[src/rtl/bffa_pkg.sv]
package bffa_pkg;

	localparam int SEGMENTS_DEF      = 256;
	localparam int SEGMENT_BYTES_DEF = 16;

	// map word geometry
	localparam int WORD_BITS = 16;
	localparam int BIT_W     = 4;

	localparam int SIZE_W = 16;
	localparam int ADDR_W = 12;
	localparam int SB_W   = 9;

	// reciprocal used to divide the byte size by the segment size
	localparam int RCP_SHIFT = 24;
	localparam int RCP_W     = 25;
	localparam int NEED_W    = 17;

	localparam logic FUNC_ALLOC = 1'b0;
	localparam logic FUNC_CLEAR = 1'b1;

	typedef enum logic [2:0] {
		ST_IDLE,
		ST_QMUL,
		ST_NEED,
		ST_SCAN,
		ST_MARK
	} state_t;

	typedef struct packed {
		logic rd;
		logic wr;
		logic clr;
	} map_ctl_t;

endpackage

[src/rtl/bffa_map.sv]
module bffa_map #(
	parameter int WORDS = (bffa_pkg::SEGMENTS_DEF + bffa_pkg::WORD_BITS - 1) / bffa_pkg::WORD_BITS
) (
	input  logic                               clk,
	input  logic                               arst_n,
	input  bffa_pkg::map_ctl_t                 ctl,
	input  logic [((WORDS > 1) ? $clog2(WORDS) : 1)-1:0] rd_addr,
	input  logic [((WORDS > 1) ? $clog2(WORDS) : 1)-1:0] wr_addr,
	input  logic [bffa_pkg::WORD_BITS-1:0]     wr_data,
	output logic [bffa_pkg::WORD_BITS-1:0]     rd_data
);

	logic [bffa_pkg::WORD_BITS-1:0] mem [WORDS];
	logic [WORDS-1:0]               vld_q;
	logic [bffa_pkg::WORD_BITS-1:0] data_s1;
	logic                           vld_s1;

	always_ff @(posedge clk) begin
		if (ctl.wr) begin
			mem[wr_addr] <= wr_data;
		end
		if (ctl.rd) begin
			data_s1 <= mem[rd_addr];
		end
	end

	// a word never written since reset or clear reads as all free
	always_ff @(posedge clk or negedge arst_n) begin
		if (!arst_n) begin
			vld_q  <= '0;
			vld_s1 <= 1'b0;
		end else begin
			if (ctl.clr) begin
				vld_q <= '0;
			end else if (ctl.wr) begin
				vld_q[wr_addr] <= 1'b1;
			end
			if (ctl.rd) begin
				vld_s1 <= vld_q[rd_addr];
			end
		end
	end

	assign rd_data = vld_s1 ? data_s1 : '0;

endmodule

[src/rtl/bitmap_first_fit_allocator_unit.sv]
// channel   handshake                  payload
// request   start high, busy low       func, size_bytes
// result    done strobe, one cycle     ok, base_address
//
// clear: done shows in the cycle after the request is accepted.
// allocate: the size becomes a segment count, map words are scanned up to the hit, then
// the words the run covers are read back and marked; one map word is read per cycle. a
// scan that finds no run, or a request larger than the heap, ends with ok low.
// reset and clear empty the map at once through per-word valid bits, no sweep.
// done cannot be held off; a new request may start in the cycle done shows.
module bitmap_first_fit_allocator_unit #(
	parameter int SEGMENTS      = bffa_pkg::SEGMENTS_DEF,
	parameter int SEGMENT_BYTES = bffa_pkg::SEGMENT_BYTES_DEF
) (
	input  logic                          clk,
	input  logic                          arst_n,
	input  logic                          start,
	output logic                          busy,
	input  logic                          func,
	input  logic [bffa_pkg::SIZE_W-1:0]   size_bytes,
	output logic                          done,
	output logic                          ok,
	output logic [bffa_pkg::ADDR_W-1:0]   base_address
);

	localparam int WB        = bffa_pkg::WORD_BITS;
	localparam int BW        = bffa_pkg::BIT_W;
	localparam int WORDS     = (SEGMENTS + WB - 1) / WB;
	localparam int WA_W      = (WORDS > 1) ? $clog2(WORDS) : 1;
	localparam int GI_W      = WA_W + BW;
	localparam int SW        = GI_W + 1;
	localparam int NW        = $clog2(SEGMENTS + 1);
	localparam int LAST_BITS = SEGMENTS - (WORDS - 1) * WB;
	localparam int PROD_W    = bffa_pkg::SIZE_W + bffa_pkg::RCP_W;
	localparam int QSB_W     = bffa_pkg::SIZE_W + bffa_pkg::SB_W;
	localparam int MUL_W     = GI_W + bffa_pkg::SB_W;
	localparam logic [bffa_pkg::RCP_W-1:0] RECIP =
		bffa_pkg::RCP_W'((1 << bffa_pkg::RCP_SHIFT) / SEGMENT_BYTES);

	bffa_pkg::state_t state_q, state_d;

	logic [bffa_pkg::SIZE_W-1:0] size_q;
	logic [PROD_W-1:0]           prod_q;
	logic [bffa_pkg::SIZE_W-1:0] qe_q;
	logic [bffa_pkg::SIZE_W-1:0] qsb_q;
	logic [NW-1:0]               need_q;
	logic [NW-1:0]               run_q;
	logic [WA_W-1:0]             rd_q;
	logic                        iss_q;
	logic [WA_W-1:0]             addr_s1;
	logic                        rd_vld_s1;
	logic [GI_W-1:0]             start_q;
	logic [GI_W-1:0]             end_q;
	logic [bffa_pkg::ADDR_W-1:0] base_mul_q;
	logic                        done_q;
	logic                        ok_q;
	logic [bffa_pkg::ADDR_W-1:0] base_q;

	bffa_pkg::map_ctl_t ctl;
	logic [WB-1:0]      rd_data;
	logic [WB-1:0]      wr_data;

	// need computation
	logic [bffa_pkg::SIZE_W-1:0] rem;
	logic [bffa_pkg::NEED_W-1:0] need_full;
	logic                        too_big;

	// word scan
	logic [WB-1:0]   used;
	logic            lu_has [WB];
	logic [BW-1:0]   lu_pos [WB];
	logic [SW-1:0]   run_v;
	logic [WB-1:0]   hit_vec;
	logic            hit;
	logic [BW-1:0]   hit_pos;
	logic [NW-1:0]   run_next;
	logic [GI_W-1:0] end_idx;
	logic [GI_W-1:0] start_idx;
	logic            last_s1;

	// marking
	logic [BW-1:0]   lo;
	logic [BW-1:0]   hi;
	logic [WB-1:0]   mask;
	logic [WA_W-1:0] ew;

	logic res_fire;
	logic res_ok;
	logic iss_last;

	bffa_map #(
		.WORDS (WORDS)
	) u_map (
		.clk     (clk),
		.arst_n  (arst_n),
		.ctl     (ctl),
		.rd_addr (rd_q),
		.wr_addr (addr_s1),
		.wr_data (wr_data),
		.rd_data (rd_data)
	);

	// quotient estimate is low by at most one, fixed with one compare
	always_comb begin
		rem       = size_q - qsb_q;
		need_full = {1'b0, qe_q}
			+ bffa_pkg::NEED_W'(rem >= bffa_pkg::SIZE_W'(SEGMENT_BYTES))
			+ bffa_pkg::NEED_W'(1);
		too_big   = need_full > bffa_pkg::NEED_W'(SEGMENTS);
	end

	// free run ending at each bit of the word just read
	always_comb begin
		last_s1 = addr_s1 == WA_W'(WORDS - 1);
		used    = rd_data;
		for (int j = 0; j < WB; j++) begin
			if (last_s1 && j >= LAST_BITS) begin
				used[j] = 1'b1;
			end
		end
		run_v = '0;
		for (int j = 0; j < WB; j++) begin
			lu_has[j] = 1'b0;
			lu_pos[j] = '0;
			for (int k = 0; k <= j; k++) begin
				if (used[k]) begin
					lu_has[j] = 1'b1;
					lu_pos[j] = BW'(k);
				end
			end
			run_v = lu_has[j] ? SW'(j) - SW'(lu_pos[j])
				: SW'(run_q) + SW'(j + 1);
			hit_vec[j] = run_v >= SW'(need_q);
		end
		hit     = 1'b0;
		hit_pos = '0;
		for (int j = WB - 1; j >= 0; j--) begin
			if (hit_vec[j]) begin
				hit     = 1'b1;
				hit_pos = BW'(j);
			end
		end
		run_next  = lu_has[WB-1] ? NW'(SW'(WB - 1) - SW'(lu_pos[WB-1]))
			: NW'(SW'(run_q) + SW'(WB));
		end_idx   = {addr_s1, hit_pos};
		start_idx = GI_W'(SW'(end_idx) + SW'(1) - SW'(need_q));
	end

	// bits of the run inside the word being written back
	always_comb begin
		ew = end_q[GI_W-1:BW];
		lo = (addr_s1 == start_q[GI_W-1:BW]) ? start_q[BW-1:0] : '0;
		hi = (addr_s1 == ew) ? end_q[BW-1:0] : '1;
		for (int j = 0; j < WB; j++) begin
			mask[j] = (BW'(j) >= lo) && (BW'(j) <= hi);
		end
		wr_data = rd_data | mask;
	end

	always_comb begin
		state_d  = state_q;
		ctl      = '0;
		res_fire = 1'b0;
		res_ok   = 1'b0;
		iss_last = 1'b0;
		case (state_q)
			bffa_pkg::ST_IDLE: begin
				if (start) begin
					if (func == bffa_pkg::FUNC_CLEAR) begin
						ctl.clr  = 1'b1;
						res_fire = 1'b1;
						res_ok   = 1'b1;
					end else begin
						state_d = bffa_pkg::ST_QMUL;
					end
				end
			end
			bffa_pkg::ST_QMUL: begin
				state_d = bffa_pkg::ST_NEED;
			end
			bffa_pkg::ST_NEED: begin
				if (too_big) begin
					state_d  = bffa_pkg::ST_IDLE;
					res_fire = 1'b1;
				end else begin
					state_d = bffa_pkg::ST_SCAN;
				end
			end
			bffa_pkg::ST_SCAN: begin
				ctl.rd   = iss_q && !(rd_vld_s1 && (hit || last_s1));
				iss_last = rd_q == WA_W'(WORDS - 1);
				if (rd_vld_s1) begin
					if (hit) begin
						state_d = bffa_pkg::ST_MARK;
					end else if (last_s1) begin
						state_d  = bffa_pkg::ST_IDLE;
						res_fire = 1'b1;
					end
				end
			end
			bffa_pkg::ST_MARK: begin
				ctl.rd   = iss_q;
				iss_last = rd_q == ew;
				ctl.wr   = rd_vld_s1;
				if (rd_vld_s1 && addr_s1 == ew) begin
					state_d  = bffa_pkg::ST_IDLE;
					res_fire = 1'b1;
					res_ok   = 1'b1;
				end
			end
			default: begin
				state_d = bffa_pkg::ST_IDLE;
			end
		endcase
	end

	always_ff @(posedge clk or negedge arst_n) begin
		if (!arst_n) begin
			state_q <= bffa_pkg::ST_IDLE;
		end else begin
			state_q <= state_d;
		end
	end

	always_ff @(posedge clk or negedge arst_n) begin
		if (!arst_n) begin
			iss_q     <= 1'b0;
			rd_vld_s1 <= 1'b0;
			done_q    <= 1'b0;
		end else begin
			rd_vld_s1 <= ctl.rd;
			done_q    <= res_fire;
			if (state_q == bffa_pkg::ST_NEED && !too_big) begin
				iss_q <= 1'b1;
			end else if (state_q == bffa_pkg::ST_SCAN && rd_vld_s1 && hit) begin
				iss_q <= 1'b1;
			end else if (ctl.rd && iss_last) begin
				iss_q <= 1'b0;
			end
		end
	end

	always_ff @(posedge clk) begin
		if (ctl.rd) begin
			addr_s1 <= rd_q;
		end
		case (state_q)
			bffa_pkg::ST_IDLE: begin
				size_q <= size_bytes;
				prod_q <= PROD_W'(size_bytes) * PROD_W'(RECIP);
			end
			bffa_pkg::ST_QMUL: begin
				qe_q  <= prod_q[bffa_pkg::RCP_SHIFT +: bffa_pkg::SIZE_W];
				qsb_q <= bffa_pkg::SIZE_W'(
					QSB_W'(prod_q[bffa_pkg::RCP_SHIFT +: bffa_pkg::SIZE_W])
					* QSB_W'(SEGMENT_BYTES));
			end
			bffa_pkg::ST_NEED: begin
				need_q <= NW'(need_full);
				run_q  <= '0;
				rd_q   <= '0;
			end
			bffa_pkg::ST_SCAN: begin
				if (rd_vld_s1 && hit) begin
					start_q <= start_idx;
					end_q   <= end_idx;
					rd_q    <= start_idx[GI_W-1:BW];
				end else begin
					if (rd_vld_s1) begin
						run_q <= run_next;
					end
					if (ctl.rd && !iss_last) begin
						rd_q <= rd_q + WA_W'(1);
					end
				end
			end
			bffa_pkg::ST_MARK: begin
				base_mul_q <= bffa_pkg::ADDR_W'(MUL_W'(start_q) * MUL_W'(SEGMENT_BYTES));
				if (ctl.rd && !iss_last) begin
					rd_q <= rd_q + WA_W'(1);
				end
			end
			default: begin
			end
		endcase
		if (res_fire) begin
			ok_q   <= res_ok;
			base_q <= (res_ok && state_q == bffa_pkg::ST_MARK) ? base_mul_q : '0;
		end
	end

	assign busy         = state_q != bffa_pkg::ST_IDLE;
	assign done         = done_q;
	assign ok           = ok_q;
	assign base_address = base_q;

endmodule
[config.mk]
export PLATFORM = sky130hd
export DESIGN_NAME = bitmap_first_fit_allocator_unit
export DESIGN_NICKNAME = d
export VERILOG_FILES = /design/src/rtl/bffa_pkg.sv /design/src/rtl/bffa_map.sv /design/src/rtl/bitmap_first_fit_allocator_unit.sv
export SDC_FILE = /design/constraint.sdc
export NUM_CORES = 1
export LEC_CHECK = 0
export ABC_AREA = 1
export ABC_CLOCK_PERIOD_IN_PS = 5200
export CAP_MARGIN = 20
export CORE_UTILIZATION = 45
export DETAILED_ROUTE_END_ITERATION = 7
export DONT_BUFFER_PORTS = 1
export HOLD_SLACK_MARGIN = 0.1
export SYNTH_ARGS = -nofsm -noshare
export SYNTH_HDL_FRONTEND = slang
export SYNTH_SLANG_ARGS = --single-unit
[constraint.sdc]
create_clock -name clk -period 5.2 [get_ports clk]
set_clock_uncertainty 0.05 [all_clocks]
set_input_delay 0.78 -clock clk [delete_from_list [all_inputs] [get_ports clk]]
set_output_delay 0.78 -clock clk [all_outputs]
set_load 0.02 [all_outputs]
==> results.sh <==
export IMPL_status="complete, but fails checks"
export IMPL_violations="negative setup slack"
export IMPL_ys_types=61
export IMPL_cts_sinks=378
export IMPL_syn_cell_area_um2=22800
export IMPL_tns_ns=-1.04
export IMPL_ys_seq_elements=378
export IMPL_synth_xor_area_frac=0.0334
export IMPL_synth_avg_cell_area_um2=9.55
export IMPL_synth_compound_area_frac=0.127
export IMPL_synth_top_cell_area_share=0.468
export IMPL_synth_top_cells_by_area="edfxtp_1, ha_1, nor2_1"
export IMPL_layout_setup_ws_ns=-0.342
export IMPL_hold_path_depth=0
export IMPL_dp_slack_ns=-0.639
export IMPL_critPathMaxFanout=5
export IMPL_crit_path_start_kind="flip-flop"
export IMPL_grt_pass1_vias=18239
export IMPL_wl_per_cell_um=20.6
export IMPL_crit_start="u_map.vld_s1"
export IMPL_fin_crit_sh=1.07
export IMPL_dp_cells=3240
export IMPL_fin_area_um2=27300
export IMPL_rsz0062_at_grt="true"
export IMPL_critPathMaxStageDelay_ns=0.50
export IMPL_synth_top_family_by_area="simple AND/OR/NAND/NOR gates"
export IMPL_die_x_um=227
export IMPL_syn_inst=2388
export IMPL_whs_ns=0.290
export IMPL_grt_pass1_wl_um=104000
export IMPL_postRouteAntennaNets=0
export IMPL_yosys_warnings=0
export IMPL_core_um2=50100
export IMPL_nets=2860
export IMPL_reg2regPathDepth=35
export IMPL_dr_pass1_iters=6
export IMPL_endpoint_kind="flip-flop"
export IMPL_r2r_start="u_map.vld_s1"
export IMPL_crit_arrival_ns=5.78
export IMPL_dpl_hpwl_um=46400
export IMPL_globalplace_congestion=1.00
export IMPL_ir_drop_mv=0.381
export IMPL_synth_most_common_cell="nor2_1"
export IMPL_via_per_inst=5.56
export IMPL_worstPathRequired_ns=5.44
export IMPL_overflow=0
export IMPL_instances_no_fill=3338
export IMPL_layout_drive_gt1_share=0.203
export IMPL_fillers=4539
export IMPL_r2r_end="rd_q[2]"
export IMPL_synth_fa_ha_area_frac=0.110
export IMPL_cts_max_path_buffers=3
export IMPL_die_h_um=227
export IMPL_power_mw=18.6
export IMPL_ios=35
export IMPL_setup_violations_final=7
export IMPL_grt_antenna_before_repair=1
export IMPL_hold_violations=0
export IMPL_powerDensity_nw_per_um2=681
export IMPL_min_from="size_bytes[11]"
export IMPL_tritoncts="built"
export IMPL_syn_to_final_growth_pct=20.0
export IMPL_start_util=0.455
export IMPL_cts_root_buffer="clkbuf_16"
export IMPL_grt_max_degree=75
export IMPL_synth_main_ff_cell="edfxtp_1"
export IMPL_p_leak_nw=11.3
export IMPL_hp_class="in -> reg"
export IMPL_maxCapViolations=0
export IMPL_grt_usage=0.268
export IMPL_rows=82
export IMPL_numCtsBuffers=37
export IMPL_layout_min_cycle_time_ns=5.54
export IMPL_yosys_area_share_simple=0.181
export IMPL_hold_end="size_q[11]"
export IMPL_synth_common_cells="nor2_1, edfxtp_1, nand2_1, o21ai_0, inv_1"
export IMPL_final_core_util=0.546
export IMPL_slew_violations=0
export IMPL_cp_common_cell="ha_4"
export IMPL_ys_async_sr_fraction=0.0608
export IMPL_crit_type="reg -> reg"
export IMPL_drt_total_wl_um=68600
export IMPL_io_buffers=0
export IMPL_reg2reg_slack_ns=-0.34
export IMPL_synth_edff_count=355
export IMPL_drtIter0Drc=1474
export IMPL_dpl_cell_area_um2=25300
export IMPL_ys_seq_area_frac=0.493
export IMPL_htreeDepth=2
export IMPL_tightest_slew_ns=1.08
export IMPL_diodes=0
export IMPL_max_freq_mhz=180
export IMPL_max_slew_margin_rel=0.280
export IMPL_drc_errors=0
export IMPL_num_vias=18555
export IMPL_synthMuxAreaShare=0.000439
export IMPL_clkTransAtPathRegs_ns=0.06
export IMPL_die_area_um2=51600
export IMPL_synth_largest_area_cell="edfxtp_1"
export IMPL_slowest_stage="dfrtp_2"
export IMPL_clk_latency_ns=0.54
## worst max path at each step
stage	slack, ns	end
after floorplan	0.12	rd_q[2]
after global placement	-0.46	rd_q[2]
after detailed placement	-0.64	rd_q[2]
final	-0.34	rd_q[2]
after global routing	-0.55	rd_q[3]
after CTS	-0.19	rd_q[3]
## cell families after synthesis
group	count (synthesis)
and+or+nand+nor	910
other	1
DFF	378
muxes	1
buffers and inverters	317
xor gates and xnor gates	87
AOI/OAI and AO/OA	495
adders and majority gates	199
## routing by layer
layer,share of wire,track usage,up-vias
li1,-,-,8830
met1,0.42,0.349,8947
met2,0.48,0.460,605
met3,0.060,0.0321,171
met4,0.037,0.0981,2
met5,0.00026,0,-
## flip-flops by register name, indices dropped and copies added (netlist names)
signal	cells
addr_s1	4
base_address	8
base_mul_q	8
done	1
end_q	8
iss_q	1
need_q	9
ok	1
qe_q	12
rd_q	4
rd_vld_s1	1
run_q	9
size_q	12
start_q	8
state_q	3
u_map.data_s1	16
u_map.mem	256
u_map.vld_q	16
u_map.vld_s1	1
## worst max-delay path, delay by kind of cell (launching register included)
family          cells  cell delay [ns]
compound gates     14             2.10
xor+xnor            1             0.19
fa+ha+maj           4             0.73
buf+inv             8             0.78
flops               1             0.50
simple gates        8             0.93
## layout by cell type, fill, tap and decap left out, types with 41 or more instances in the layout
cell type / netlist / routed
a21oi_1: 112 / 98
buf_4: 4 / 281
edfxtp_1: 355 / 355
ha_1: 197 / 182
inv_1: 217 / 206
nand2_1: 316 / 299
nor2_1: 384 / 354
o21ai_0: 237 / 222
o221ai_1: 41 / 41
xor2_1: 78 / 77
## power by group
part	switching (mW)	leakage, nW	total (mW)	internal [mW]
combinational	7.02	7.30	11.9	4.87
sequential	0.248	3.48	4.18	3.93
clock	1.10	0.553	2.55	1.45
## repair_timing
item,4_1_cts,5_1_grt
pin swaps,17,49
hold endpoints to repair,23,0
cloned,1,0
hold buffers,2,0
setup buffers,15,12
endpoints found under the setup margin,9,19
gates resized for setup,68,68
## area by class of cell
cell class / count / area [um2] / area share
Sequential cell: 378 / 11200 / 0.411
Inverter: 233 / 896 / 0.0328
Timing Repair Buffer: 295 / 2320 / 0.0850
Tap cell: 672 / 841 / 0.0307
Clock buffer: 46 / 1020 / 0.0374
Multi-Input combinational cell: 1696 / 10900 / 0.399
Clock inverter: 18 / 120 / 0.00439
Power figures use the tool's default switching activity.
